$ cat config.mk
export PLATFORM = sky130hd
export DESIGN_NAME = qrm_sum
export DESIGN_NICKNAME = d
export VERILOG_FILES = /design/src/qrm_pkg.sv /design/src/qrm_sum.sv
export SDC_FILE = /design/constraint.sdc
export NUM_CORES = 1
export LEC_CHECK = 0
export BUFFER_PORTS_ARGS = -buffer_cell sky130_fd_sc_hd__buf_2
export CAP_MARGIN = 20
export CORE_AREA = 2 2 206 361
export DETAILED_ROUTE_END_ITERATION = 6
export DIE_AREA = 0 0 208 363
export GPL_TIMING_DRIVEN = 0
export PLACE_DENSITY_LB_ADDON = 0.15
export SYNTH_ARGS = -nofsm -noshare
export SYNTH_HDL_FRONTEND = slang
export SYNTH_SLANG_ARGS = --single-unit
$ cat constraint.sdc
create_clock -name clk -period 12.3 [get_ports clk]
set_input_delay 2.46 -clock clk [delete_from_list [all_inputs] [get_ports clk]]
set_output_delay 2.46 -clock clk [all_outputs]
set_load 0.01 [all_outputs]
$ cat src/qrm_pkg.sv
`timescale 1ns / 1ps
`default_nettype none
package qrm_pkg;

  // Quaternion component slots, scalar last.
  localparam int NUM_COMPS = 4;
  localparam int C_X = 0;
  localparam int C_Y = 1;
  localparam int C_Z = 2;
  localparam int C_W = 3;

  // Distinct products needed by the nine matrix entries.
  localparam int NUM_PRODUCTS = 10;
  localparam int P_XX = 0;
  localparam int P_YY = 1;
  localparam int P_ZZ = 2;
  localparam int P_WW = 3;
  localparam int P_XY = 4;
  localparam int P_XZ = 5;
  localparam int P_YZ = 6;
  localparam int P_WX = 7;
  localparam int P_WY = 8;
  localparam int P_WZ = 9;

  // Matrix entries in row-major order.
  localparam int NUM_ENTRIES = 9;
  localparam int E_00 = 0;
  localparam int E_01 = 1;
  localparam int E_02 = 2;
  localparam int E_10 = 3;
  localparam int E_11 = 4;
  localparam int E_12 = 5;
  localparam int E_20 = 6;
  localparam int E_21 = 7;
  localparam int E_22 = 8;

endpackage
`default_nettype wire

$ cat src/qrm_sum.sv
`timescale 1ns / 1ps
`default_nettype none
module qrm_sum #(
  parameter int CB = 16,
  parameter int SW = 35
) (
  input  logic                   clk,
  input  logic                   en,
  input  logic signed [2*CB-1:0] prod [qrm_pkg::NUM_PRODUCTS],
  output logic signed [SW-1:0]   acc  [qrm_pkg::NUM_ENTRIES]
);
  import qrm_pkg::*;

  logic signed [SW-1:0] p [NUM_PRODUCTS];

  always_comb begin
    for (int i = 0; i < NUM_PRODUCTS; i++) begin
      p[i] = SW'(prod[i]);
    end
  end

  // Off-diagonal entries are twice a two-term sum; the doubling is a shift.
  always_ff @(posedge clk) begin
    if (en) begin
      acc[E_00] <= p[P_WW] + p[P_XX] - p[P_YY] - p[P_ZZ];
      acc[E_11] <= p[P_WW] - p[P_XX] + p[P_YY] - p[P_ZZ];
      acc[E_22] <= p[P_WW] - p[P_XX] - p[P_YY] + p[P_ZZ];
      acc[E_01] <= (p[P_XY] + p[P_WZ]) <<< 1;
      acc[E_10] <= (p[P_XY] - p[P_WZ]) <<< 1;
      acc[E_02] <= (p[P_XZ] - p[P_WY]) <<< 1;
      acc[E_20] <= (p[P_XZ] + p[P_WY]) <<< 1;
      acc[E_12] <= (p[P_YZ] + p[P_WX]) <<< 1;
      acc[E_21] <= (p[P_YZ] - p[P_WX]) <<< 1;
    end
  end

endmodule
`default_nettype wire

==> metrics.md <==
| Metric | Value |
|---|---|
| Status | finished clean |
| Final ANT Viol Nets | 0 |
| Logic pwr share | 0.512 |
| Clk sinks | 300 |
| Largest register FFs | 300 |
| Mean routed wirelength per cell | 21.1 um |
| Area Growth Syn to Fin | 19.5% |
| Final worst-path cycle share | 0.686 |
| Synth unique cells | 84 |
| Internal Pwr Total | 3.30 mW |
| Most frequent cells in the layout | buf_2 (641), ha_1 (330), inv_1 (327) |
| Delay-heaviest family, CP | compound AO/OA/AOI/OAI gates |
| Layout cells sized above 1 | 0.202 |
| #FFs+latches synth | 300 |
| H-tree levels | 2 |
| Count of input and output buffers | 630 |
| Clock power frac | 0.196 |
| Total GRT Usage | 0.252 |
| Largest area contributor in the netlist | edfxtp_1 |
| Dpl hpwl | 83300 um |
| Critical path depth | 22 |
| CTS tree | yes |
| Worst min path class | in2reg |
| Maximum vdd ir drop | 151 uV |
| CP max stage delay | 0.86 ns |
| Commonest non-fill, non-tap cell in the layout | buf_2 |
| Cell area power density | 162 nW/um2 |
| Switch share | 0.409 |
| Syn avg cell area | 9.63 um2 |
| Mapped cell area | 28800 um2 |
| Gate Count Post-Synth | 2993 |
| Sequential area share after synthesis | 0.312 |
| Global-route wire length before repair | 146000 um |
| Clock Tree Buf Depth | 3 |
| EDFF count, synth | 300 |
| Unrepaired setup endpoints after global routing | false |
| Initial Util | 0.398 |
| Actual slew at the worst max-slew pin | 1.02 ns |
| Initial DRT Pass Iterations | 7 |
| Post-route DRC | 0 |
| DR vias | 24700 |
| Yosys top cell area share | 0.312 |
| Crit-path max FO | 6 |
| Sequential share of power | 0.292 |
| Synth top area cells | edfxtp_1 (31%), ha_1 (14%), fa_1 (9.6%) |
| CTS Buf Count | 35 |
| Row count | 131 |
| Fmax | 0.119 GHz |
| Chip width | 208 um |
| Worst setup path startpoint | prod[192] |
| WL final | 97600 um |
| Post-CTS Setup Inserts | 0 |
| Layout Nets | 4459 |
| Hold Path Depth | 2 |
| CP Class | in2reg |
| Num ports | 637 |
| Yosys warns | 0 |
| Hold Crit Start | prod[224] |
| CP bufs+invs | 2 |
| Rel. slew slack | 0.317 |
| Hold_buf cts | 0 |
| Top flop regs | acc x300 |
| Final Max Slew Viols | 0 |
| WP data required | 12.58 ns |
| GRT overflow | 0 |
| Final hold violations | 0 |
| Root Driver | clkbuf_16 |
| Crit. End Element | register |
| Vias per cell | 5.33 |
| PostCTS Resize Cnt | 0 |
| Largest reg by FF count | acc |
| # setup viols final | 0 |
| Reg clk slew, reported paths | 0.06 ns |
| Synth Flop Type | edfxtp_1 |
| Worst hold slack | 2.26 ns |
| Core ar. | 72400 um2 |
| Die Footprint | 75500 um2 |
| Initial antenna violation count | 31 |
| Final setup TNS | 0 ns |
| Iteration-0 DRC Markers | 1062 |
| Via count of the first global-routing pass | 25600 |
| Fin crit period | 8.44 ns |
| Number of max-cap violations | 0 |
| Largest net degree at the start of global routing | 97 |
| Ys async rst share | 0 |
| CP Launch Type | primary input |
| Slowest CP cell | a211oi_1 |
| GP Congestion | 0.940 |
| Crit-path cells | buf_2 -> inv_1 -> ha_1 -> fa_1 -> nor2b_1 -> o21bai_1 -> a32oi_1 -> a211oi_1 -> nor2_1 -> nor2_1 -> o21ai_0 -> xor2_1 -> fa_1 -> ha_1 -> a21o_1 -> a21oi_1 -> o2111ai_1 -> a211o_1 -> a31oi_1 -> o21a_1 -> o21ai_1 -> xor2_1 |
| Arr. time, crit path | 8.72 ns |
| P_leak | 15.6 nW |
| P_sw | 2.28 mW |
| Die height | 363 um |
-- area by class of cell --
class                           instances  area, um2
Buffer                                104        468
Tap cell                              931       1160
Inverter                              338       1270
Antenna cell                           12       30.0
Multi-Input combinational cell       2256      18100
Clock buffer                           42        945
Fill cell                            7119      38000
Sequential cell                       300       9010
Timing Repair Buffer                  634       3250
Clock inverter                         21        218
-- final timing paths --
path,endpoint,slack (ns)
min,acc[0],2.26
max,acc[169],3.86
-- synth_stat cells (all sizes together), types with 8 or more instances --
library cell  number
nor2             217
a211o              8
a41oi             13
xor2              67
clkinv             9
a21boi             8
nand2b            36
o211ai            24
nand3             54
nand2            118
clkbuf            73
o31ai             29
a21oi            305
nor3              46
and3              17
o21a              22
xnor2            231
nor2b             37
inv              329
o21ai            130
a21o              98
buf               31
or2               11
nor4              17
a31oi             41
fa               138
and2               9
or3               14
ha               330
a211oi            24
a221oi            12
edfxtp           300
o21bai            60
nand4             30
-- metrics by stage --
| stage | instances | utilization | area [um2] | power (mW) | worst slack [ns] |
|---|---|---|---|---|---|
| finish | 4638 | 0.476 | 34500 | 5.58 | 3.86 |
| global route | 4633 | 0.475 | 34400 | 5.95 | 3.76 |
| CTS | 4626 | 0.475 | 34400 | 5.63 | 4.00 |
| detailed placement | 4563 | 0.459 | 33300 | 4.48 | 3.41 |
| global placement | 4559 | 0.458 | 33200 | 4.49 | 3.43 |
| floorplan | 2998 | - | 28900 | 3.48 | 5.05 |
-- routing by layer --
| layer | track usage | share of wire | vias to the layer above |
|---|---|---|---|
| met4 | 0.107 | 0.045 | 36 |
| met1 | 0.252 | 0.35 | 11700 |
| met2 | 0.483 | 0.53 | 808 |
| li1 | - | - | 12000 |
| met5 | 0 | 0.0025 | - |
| met3 | 0.0714 | 0.074 | 213 |
-- power groups by stage --
stage | clock network [mW] | logic, mW | registers [mW]
after floorplan | 0 | 1.68 | 1.80
after global placement | 0 | 2.84 | 1.66
after detailed placement | 0 | 2.84 | 1.65
after CTS | 1.13 | 2.87 | 1.63
after global routing | 1.16 | 3.14 | 1.66
final | 1.09 | 2.86 | 1.63
-- logic make-up (layout without fill, tap and decap cells) --
logic type,Yosys count,after routing,synth area share
AOI/OAI and AO/OA,853,853,0.192
xor gates and xnor gates,298,298,0.0905
adders and majority gates,468,468,0.239
buffers and inverters,442,1139,0.0602
DFF,300,300,0.312
other,1,18,0.000130
and+or+nand+nor,631,631,0.106
Power figures use the tool's default switching activity.
