==> config.mk <==
export PLATFORM = sky130hd
export DESIGN_NAME = qrm_round
export DESIGN_NICKNAME = d
export VERILOG_FILES = /design/src/qrm_pkg.sv /design/src/qrm_round.sv
export SDC_FILE = /design/constraint.sdc
export NUM_CORES = 1
export LEC_CHECK = 0
export BUFFER_PORTS_ARGS = -buffer_cell sky130_fd_sc_hd__buf_4
export CELL_PAD_IN_SITES_DETAIL_PLACEMENT = 1
export CELL_PAD_IN_SITES_GLOBAL_PLACEMENT = 1
export CORE_ASPECT_RATIO = 1.5
export CORE_MARGIN = 5
export CORE_UTILIZATION = 31
export CTS_CLUSTER_DIAMETER = 150
export DETAILED_ROUTE_END_ITERATION = 8
export HOLD_SLACK_MARGIN = 0.03
export PLACE_DENSITY = 0.86
export SLEW_MARGIN = 20
export SYNTH_ARGS = -nofsm -noshare
export SYNTH_HDL_FRONTEND = slang
export SYNTH_SLANG_ARGS = --single-unit
==> constraint.sdc <==
create_clock -name clk -period 2.14 [get_ports clk]
set_clock_uncertainty 0.05 [all_clocks]
set_input_delay 0.214 -clock clk [delete_from_list [all_inputs] [get_ports clk]]
set_output_delay 0.214 -clock clk [all_outputs]
set_load 0.1 [all_outputs]
==> src/qrm_pkg.sv <==
`timescale 1ns / 1ps
`default_nettype none
package qrm_pkg;

  // Quaternion component slots, scalar last.
  localparam int NUM_COMPS = 4;
  localparam int C_X = 0;
  localparam int C_Y = 1;
  localparam int C_Z = 2;
  localparam int C_W = 3;

  // Distinct products needed by the nine matrix entries.
  localparam int NUM_PRODUCTS = 10;
  localparam int P_XX = 0;
  localparam int P_YY = 1;
  localparam int P_ZZ = 2;
  localparam int P_WW = 3;
  localparam int P_XY = 4;
  localparam int P_XZ = 5;
  localparam int P_YZ = 6;
  localparam int P_WX = 7;
  localparam int P_WY = 8;
  localparam int P_WZ = 9;

  // Matrix entries in row-major order.
  localparam int NUM_ENTRIES = 9;
  localparam int E_00 = 0;
  localparam int E_01 = 1;
  localparam int E_02 = 2;
  localparam int E_10 = 3;
  localparam int E_11 = 4;
  localparam int E_12 = 5;
  localparam int E_20 = 6;
  localparam int E_21 = 7;
  localparam int E_22 = 8;

endpackage
`default_nettype wire

==> src/qrm_round.sv <==
`timescale 1ns / 1ps
`default_nettype none
module qrm_round #(
  parameter int CB = 16,
  parameter int FB = 14,
  parameter int SW = 35
) (
  input  logic                 clk,
  input  logic                 en,
  input  logic signed [SW-1:0] acc [qrm_pkg::NUM_ENTRIES],
  output logic signed [CB-1:0] ent [qrm_pkg::NUM_ENTRIES]
);
  import qrm_pkg::*;

  localparam logic signed [SW-1:0] HALF = SW'(1) << (FB - 1);
  localparam logic signed [SW-1:0] MAXV = {{(SW - CB + 1){1'b0}}, {(CB - 1){1'b1}}};
  localparam logic signed [SW-1:0] MINV = ~MAXV;

  logic signed [SW-1:0] rnd [NUM_ENTRIES];
  logic signed [SW-1:0] sh  [NUM_ENTRIES];
  logic signed [CB-1:0] sat [NUM_ENTRIES];

  // Adding half an LSB before the arithmetic shift rounds ties upward.
  always_comb begin
    for (int i = 0; i < NUM_ENTRIES; i++) begin
      rnd[i] = acc[i] + HALF;
      sh[i]  = rnd[i] >>> FB;
      if (sh[i] > MAXV) begin
        sat[i] = MAXV[CB-1:0];
      end else if (sh[i] < MINV) begin
        sat[i] = MINV[CB-1:0];
      end else begin
        sat[i] = sh[i][CB-1:0];
      end
    end
  end

  always_ff @(posedge clk) begin
    if (en) begin
      ent <= sat;
    end
  end

endmodule
`default_nettype wire

==> results of run 1 <==
[per-stage QoR]
step                      TNS [ns]  worst slack [ns]  std cells
after floorplan             -0.337           -0.0347        944
after global placement      -14.08            -0.263       1821
after detailed placement    -24.20            -0.417       1821
after CTS                        0            0.0205       1853
after global routing             0            0.0196       1853
final                            0             0.130       1853
[timing repair]
| action | 4_1_cts | 5_1_grt |
|---|---|---|
| endpoints found under the setup margin | 0 | 8 |
| endpoints found under the hold margin | 0 | 0 |
| gates resized for setup | 0 | 2 |
[cell families after synthesis]
family | Yosys count | synth area share, %
and+or+nand+nor | 379 | 22.9
AOI/OAI and AO/OA | 211 | 13.7
DFF | 144 | 45.8
xor gates and xnor gates | 138 | 13.0
buffers and inverters | 59 | 2.97
adders and majority gates | 9 | 1.19
muxes | 4 | 0.450
[path summary, 6_finish.rpt]
kind                     start        to  slack (ns)  cells after the start
worst max-delay path   acc[15]    ent[2]        0.13                      8
worst min-delay path  acc[264]  ent[117]        0.09                      3
[layout by cell type, fill, tap and decap left out, drive strengths merged, types with 4 or more instances in the layout]
cell type and instances:
clkinvlp 4, a211o 5, inv 37, o21ai 96
nand2b 5, nand2 79, ha 9, and2 9
xnor2 66, a21o 5, or3 6, or4 4
a21oi 57, xor2 72, a31o 5, o22ai 4
nor3b 8, nor3 20, nor4 16, and3 28
nor2 53, nor2b 6, or2 7, nand4 40
clkbuf 17, buf 506, and4 16, a31oi 9
o211ai 8, edfxtp 144, nand3 69
[synth_stat cells (12+ instances only)]
cell type  count  area share (%)
nand2_1       79             3.1
o21ai_1       15            0.79
o21ai_2       12             1.1
nand4_1       36             2.4
inv_1         30             1.2
xnor2_1       65             6.0
a21oi_1       56             3.0
and4_1        14             1.3
nor2_1        51             2.0
o21ai_0       69             3.7
nand3_1       68             3.6
and3_1        27             1.8
edfxtp_1     144              46
clkbuf_1      13            0.52
nor3_1        19             1.0
xor2_1        71             6.6
[power by group through the flow]
stage | combinational (mW) | clock (mW) | sequential, mW
after floorplan | 0.499 | 0 | 5.36
after global placement | 3.50 | 0 | 3.55
after detailed placement | 3.57 | 0 | 3.56
after CTS | 3.59 | 3.14 | 3.50
after global routing | 3.71 | 3.27 | 3.52
final | 3.57 | 3.08 | 3.50
[layer usage]
layer  share of wire [%]  track usage, %  wire [µm]
met5               0.019               0          7
met4                 3.7            8.71       1350
met3                 7.4            6.17       2710
met2                  54            40.5      19800
met1                  35            20.8      13000
[cell type report]
| class | count | area [µm²] |
|---|---|---|
| clock buffers | 17 | 425 |
| clock inverters | 15 | 174 |
| fillers | 3416 | 15800 |
| inverters | 30 | 113 |
| multi-input cells | 741 | 4940 |
| flip-flops and latches | 144 | 4320 |
| well taps | 400 | 500 |
| repair buffers | 506 | 3840 |
==> flow_summary.ini, run 1 <==
[synth]
yosysUniqueCellTypes = 79
syn_inst = 944
synth_nets = 1270
syn-cell-area_mm2 = 0.00944
ys_warn_count = 0
ys_ff_latch = 144
ys.flop_type = edfxtp_1
synth_edf_count = 144
ys_seq_area_share_pct = 45.8
async_reset_ff_share_pct = 0
avgSynthCellArea_um2 = 10.0

[placed_design]
dp_hpwl_um = 30400
gp_congestion = 0.892
portBuffers = 343
dpl_cell_area_mm2 = 0.0137

[routing]
first_iter_violations = 306
vias_per_cell = 5.18
drc_errors = 0
antenna_left = 0
drt_wl_total_um = 36800
routedWlPerCell_um = 19.9
dr.pass1.iters = 5
num_vias = 9607

[cells_and_area]
largest_reg_flops = 144
final_core_util_pct = 47.5
layout-drive-gt1-share_pct = 41.6
top_register = ent
syn2layout_area_growth_pct = 51.6
diodes = 0
largestRegisters = ent x144
fin_area_mm2 = 0.0143
fin_nets = 1766

[floorplan]
ios = 461
die_h_um = 224
start_util_pct = 31.3
die_x_um = 153
std_cell_rows = 78
dieArea_mm2 = 0.0341
coreArea_mm2 = 0.0302

[setup_path]
end_kind = flip-flop
cp.required_ns = 2.26
cp_cell_sequence = buf_4 > and3_4 > and3_1 > nor3b_4 > mux2_4 > o31ai_1 > a211o_2 > o21ai_0
critical_path.top_delay_family = simple AND/OR/NAND/NOR gates
arrival_ns = 2.13
crit_type = in2reg
crit_buf_inv = 1
crit_path_start_kind = primary input
cp_slowest_cell = mux2_4
crit_fanout = 15
slowest_delay_ns = 0.33

[power_and_ir_drop]
p_leak_nw = 5.74
power_density_mw_per_mm2 = 709
intPower_mw = 6.09
power_frac_seq_pct = 34.5
p_switching_mw = 4.06
power.total_mw = 10.2
swShare_pct = 40.0
clkPwrFrac_pct = 30.3
irDropWorstVdd_v = 0.000600
combPwrFrac_pct = 35.2

[cts]
cts_root_buf = clkbuf_16
htree_num_levels = 4
clkSinkCount = 144
cts_setup_buffers = 0
numCtsBuffers = 17
ctsHoldBuffers = 0
cts_tree = built
clockBufferDepth = 2
path_clk_slew_ns = 0.07

[global_routing]
grt_pass1_wl_um = 56800
grt_max_degree = 51
grt-ovfl-total = 0
grtUsageTotal_pct = 21.0
antenna_found_initial = 1
grt_pass1_vias = 10537

[sta]
fin_crit_ns = 2.01
maxSlewHeadroom_pct = 47.4
setup_viol = 0
hold_slack_ns = 0.0898
hold_viol = 0
fmax_mhz = 498
tightest_slew_ns = 0.784
post-route-period-util_pct = 93.9
maxSlewViolCount = 0
rsz0062_at_grt = false

[flow_run]
maxCapViolations = 0

[worst_hold_path]
holdCritPathClass = in2reg

[status]
outcome = completed
Power figures use the tool's default switching activity.
==> inputs of run 2 (changes only) <==
--- a/config.mk
+++ b/config.mk
@@ -6,15 +6,16 @@
 export NUM_CORES = 1
 export LEC_CHECK = 0
 export BUFFER_PORTS_ARGS = -buffer_cell sky130_fd_sc_hd__buf_4
-export CELL_PAD_IN_SITES_DETAIL_PLACEMENT = 1
-export CELL_PAD_IN_SITES_GLOBAL_PLACEMENT = 1
+export CELL_PAD_IN_SITES_DETAIL_PLACEMENT = 0
+export CELL_PAD_IN_SITES_GLOBAL_PLACEMENT = 2
 export CORE_ASPECT_RATIO = 1.5
 export CORE_MARGIN = 5
-export CORE_UTILIZATION = 31
+export CORE_UTILIZATION = 25
+export CTS_BUF_LIST = sky130_fd_sc_hd__clkbuf_4
 export CTS_CLUSTER_DIAMETER = 150
 export DETAILED_ROUTE_END_ITERATION = 8
 export HOLD_SLACK_MARGIN = 0.03
-export PLACE_DENSITY = 0.86
+export PLACE_DENSITY = 0.87
 export SLEW_MARGIN = 20
 export SYNTH_ARGS = -nofsm -noshare
 export SYNTH_HDL_FRONTEND = slang
==> constraint.sdc (replaced) <==
create_clock -name clk -period 2.14 [get_ports clk]
set_clock_uncertainty 0.05 [all_clocks]
set_input_delay 0.214 -clock clk [delete_from_list [all_inputs] [get_ports clk]]
set_output_delay 0.214 -clock clk [all_outputs]
set_load 0.05 [all_outputs]
==> run 2 against run 1 <==
The run now ends with setup timing left. Sequential share of layout area shrank 3.2 points. Global-route usage is 4.8 points lower. First-iteration DRC count up 60%. Via count rose by 2.6%. Highest routed layer is now met4. Non-clock buffer count up 159.
==> flow_summary.ini, run 2 (synthesized netlist as in run 1, its figures left out) <==
[floorplan]
start_util_pct = 25.2
die_x_um = 169
ios = 461
std_cell_rows = 87
die_h_um = 248
dieArea_mm2 = 0.0418
coreArea_mm2 = 0.0374

[global_routing]
grt-ovfl-total = 0
grt_pass1_vias = 10201
grtUsageTotal_pct = 16.2
grt_pass1_wl_um = 53400
grt_max_degree = 39
antenna_found_initial = 1

[sta]
fmax_mhz = 466
setup_viol = 1
fin_tns_setup_ns = -0.00374
maxSlewViolCount = 0
rsz0062_at_grt = true
hold_viol = 0
maxSlewHeadroom_pct = 64.4
fin_ws_ns = -0.00374
post-route-period-util_pct = 100
fin_crit_ns = 2.14
tightest_slew_ns = 0.530

[cells_and_area]
final_cell_mix = buf_4 (508), edfxtp_1 (144), dlygate4sd3_1 (144)
top_register = ent
finalNonFillerCells = 2105
layout-drive-gt1-share_pct = 40.4
final_core_util_pct = 42.8
fin_nets = 1927
nFillCells = 3613
syn2layout_area_growth_pct = 69.6
largest_reg_flops = 144
layout_commonest_cell = buf_4
largestRegisters = ent x144

[placed_design]
dp.cells = 1920
dpl_worst_slack_ns = -0.262
portBuffers = 343
dp_hpwl_um = 28200
gp_congestion = 0.906

[setup_path]
slowest_delay_ns = 0.55
end_kind = flip-flop
crit_buf_inv = 5
cp.required_ns = 2.45
arrival_ns = 2.45
crit_path_start_kind = primary input
cp_cell_sequence = buf_4 > dlygate4sd3_1 > buf_4 > ha_1 > and3_4 > nand2_1 > buf_4 > a211o_1 > a22o_1 > buf_4 > a21oi_1 > nor2_1
cp_slowest_cell = dlygate4sd3_1
crit_fanout = 5
path_common_cell = buf_4
critical_path.top_delay_family = buffers and inverters
crit_type = in2reg

[cts]
clkSinkCount = 144
cts_tree = built
htree_num_levels = 4
clockBufferDepth = 2
cts_root_buf = clkbuf_4
path_clk_slew_ns = 0.13
numCtsBuffers = 17

[power_and_ir_drop]
power_density_mw_per_mm2 = 527
irDropWorstVdd_v = 0.000346
p_leak_nw = 6.37

[status]
outcome = complete, but fails checks
violations = setup timing

[routing]
drc_errors = 0
num_vias = 9854
routedWlPerCell_um = 16.9
antenna_left = 0
vias_per_cell = 4.68
first_iter_violations = 491
drt_wl_total_um = 35500
dr.pass1.iters = 5

[flow_run]
maxCapViolations = 0

[worst_hold_path]
holdCritPathClass = in2reg
[run 2: metrics by stage]
step | total power, mW | area (µm²) | hold slack (ns)
detailed placement | 6.20 | 13900 | 0.519
finish | 8.44 | 16000 | 0.114
floorplan | 4.93 | 9560 | 0.276
global placement | 6.18 | 13900 | 0.515
global route | 8.84 | 16000 | 0.0468
CTS | 8.50 | 15700 | 0.0306
[run 2: cell type report]
class                           instances  area (µm²)  share of cell area, %
Multi-Input combinational cell        743        5160                   32.2
Inverter                               30         113                  0.703
Antenna cell                            2        5.00                 0.0313
Clock buffer                           20         150                  0.938
Clock inverter                         12         183                   1.14
Tap cell                              489         612                   3.82
Timing Repair Buffer                  665        5470                   34.1
Sequential cell                       144        4320                   27.0
[run 2: worst paths after layout]
path / startpoint / end / slack, ns / cells after the start
hold / removal: acc[16] / ent[2] / 0.11 / 4
setup / recovery: acc[119] / ent[48] / -0.004 / 12
[run 2: what timing repair did]
item,CTS,global route
resized for setup,0,52
setup endpoints to repair,0,128
hold endpoints to repair,160,0
setup buffers,0,4
hold buffers,144,0
[run 2: layer usage]
metal / GRT usage, % / up-vias / wire length [µm]
met5: 0 / - / 0
met3: 4.95 / 48 / 2760
met4: 5.68 / 0 / 827
li1: - / 4852 / -
met1: 16.3 / 4634 / 12500
met2: 31.3 / 320 / 19400
[run 2: report_power, final]
group | switching [mW] | internal, mW | total, mW | leakage, nW
clock | 1.06 | 0.976 | 2.04 | 0.172
sequential | 0.0892 | 3.40 | 3.49 | 1.41
combinational | 1.75 | 1.16 | 2.91 | 4.79
total | 2.90 | 5.53 | 8.44 | 6.37
==> inputs of run 3 (changes only) <==
--- a/config.mk
+++ b/config.mk
@@ -16,6 +16,7 @@
 export DETAILED_ROUTE_END_ITERATION = 8
 export HOLD_SLACK_MARGIN = 0.03
 export PLACE_DENSITY = 0.87
+export SETUP_SLACK_MARGIN = 0.2
 export SLEW_MARGIN = 20
 export SYNTH_ARGS = -nofsm -noshare
 export SYNTH_HDL_FRONTEND = slang
==> run 3 against run 2 <==
The run now ends clean. Flip-flop and latch count did not move. First-iteration DRC count down 27%. Core utilization grew 0.27 points. Non-clock buffer count decreased by 14. Via count hardly changed. Clock power decreased by 14%. Clock-buffer cell count shrank 2. Global-route usage is 0.60 points lower. Largest power group unchanged.
==> flow_summary.ini, run 3 (synthesized netlist as in run 1, its figures left out) <==
[sta]
post-route-period-util_pct = 91.6
setup_viol = 0
maxSlewHeadroom_pct = 59.9
maxSlewViolCount = 0
tightest_slew_ns = 0.601
hold_viol = 0
fin_tns_setup_ns = 0
rsz0062_at_grt = false
hold_slack_ns = 0.102
fmax_mhz = 510
fin_crit_ns = 1.96

[cts]
path_clk_slew_ns = 0.13
clkSinkCount = 144
clockBufferDepth = 2
htree_num_levels = 4
numCtsBuffers = 17
cts_tree = built
cts_root_buf = clkbuf_4

[setup_path]
end_kind = flip-flop
arrival_ns = 2.26
cp.required_ns = 2.45
crit_fanout = 7
crit_type = in2reg
crit_path_start_kind = primary input

[power_and_ir_drop]
irDropWorstVdd_v = 0.000268
combPwrFrac_pct = 35.7
swShare_pct = 36.5
intPower_mw = 5.18
p_leak_nw = 6.40
p_switching_mw = 2.98
power_density_mw_per_mm2 = 507
power.total_mw = 8.17
power_frac_seq_pct = 42.8
clkPwrFrac_pct = 21.5

[cells_and_area]
largest_reg_flops = 144
largestRegisters = ent x144
layout-drive-gt1-share_pct = 41.8
layout_commonest_cell = buf_4
syn2layout_area_growth_pct = 70.6
top_register = ent
fin_nets = 1912
final_cell_mix = buf_4 (489), edfxtp_1 (144), dlygate4sd3_1 (135)

[global_routing]
grtUsageTotal_pct = 15.6
grt_max_degree = 47
grt_pass1_vias = 9915
grt-ovfl-total = 0
antenna_found_initial = 12
grt_pass1_wl_um = 51800

[worst_hold_path]
hold_depth = 4
hold_path_end = ent[112]
min_from = acc[259]
holdCritPathClass = in2reg

[floorplan]
start_util_pct = 25.2
ios = 461
die_h_um = 248
std_cell_rows = 87
coreArea_mm2 = 0.0374
dieArea_mm2 = 0.0418
die_x_um = 169

[routing]
drt_wl_total_um = 34300
antenna_left = 0
vias_per_cell = 4.71
dr.pass1.iters = 5
num_vias = 9852
first_iter_violations = 358
routedWlPerCell_um = 16.4
drc_errors = 0

[flow_run]
maxCapViolations = 0

[placed_design]
portBuffers = 343
dp_hpwl_um = 26600
gp_congestion = 0.857

[status]
outcome = completed
[run 3: layout make-up]
cell class              instances  area [µm²]
fillers                      3633       21300
repair buffers                651        5440
multi-input cells             742        5350
flip-flops and latches        144        4320
well taps                     489         612
clock buffers                  18         135
clock inverters                14         133
inverters                      30         113
diodes                          3        7.51
[run 3: routing by layer]
layer	track usage [%]	part of all wire [%]	up-vias
met1	16.3	37	4667
met3	5.05	7.5	55
met5	0	0.36	-
met4	5.78	2.3	18
li1	-	-	4835
met2	29.1	53	277
[run 3: critical path, cell delays in order]
cell,delay [ns]
dlygate4sd3_1,0.55
buf_6,0.10
and2_1,0.11
nand4_1,0.12
or2_4,0.29
buf_6,0.12
o211ai_1,0.18
o21ai_2,0.10
a31oi_4,0.24
clkbuf_16,0.20
a21oi_2,0.03
[run 3: stage by stage]
step,util [%],worst slack [ns],area (µm²),std cells
3_3_place_gp,37.7,-0.182,14100,1904
3_5_place_dp,37.7,-0.239,14100,1904
5_1_grt,43.0,0.197,16100,2089
2_1_floorplan,-,-0.0347,9910,944
6_report,43.0,0.180,16100,2091
4_1_cts,42.2,0.203,15800,2077
[run 3: worst max path at each step]
stage | start | end | slack, ns | depth (start not counted)
3_3_place_gp | acc[118] | ent[49] | -0.18 | 9
3_5_place_dp | acc[231] | ent[97] | -0.24 | 8
5_1_grt | acc[166] | ent[64] | 0.20 | 9
6_report | acc[132] | ent[59] | 0.18 | 11
2_1_floorplan | acc[91] | ent[38] | -0.03 | 8
4_1_cts | acc[236] | ent[97] | 0.20 | 8
[run 3: power by group through the flow]
stage | Combinational [mW] | Sequential [mW] | Clock (mW)
2_1_floorplan | 0.555 | 4.43 | 0
3_3_place_gp | 2.63 | 3.56 | 0
3_5_place_dp | 2.66 | 3.56 | 0
4_1_cts | 2.88 | 3.50 | 1.86
5_1_grt | 3.07 | 3.52 | 1.97
6_report | 2.91 | 3.49 | 1.76
[run 3: repair_timing]
| item | CTS | global route |
|---|---|---|
| endpoints found under the setup margin | 0 | 52 |
| hold buffers | 141 | 0 |
| hold endpoints to repair | 155 | 0 |
| buffers inserted | 0 | 8 |
| gates resized for setup | 0 | 46 |
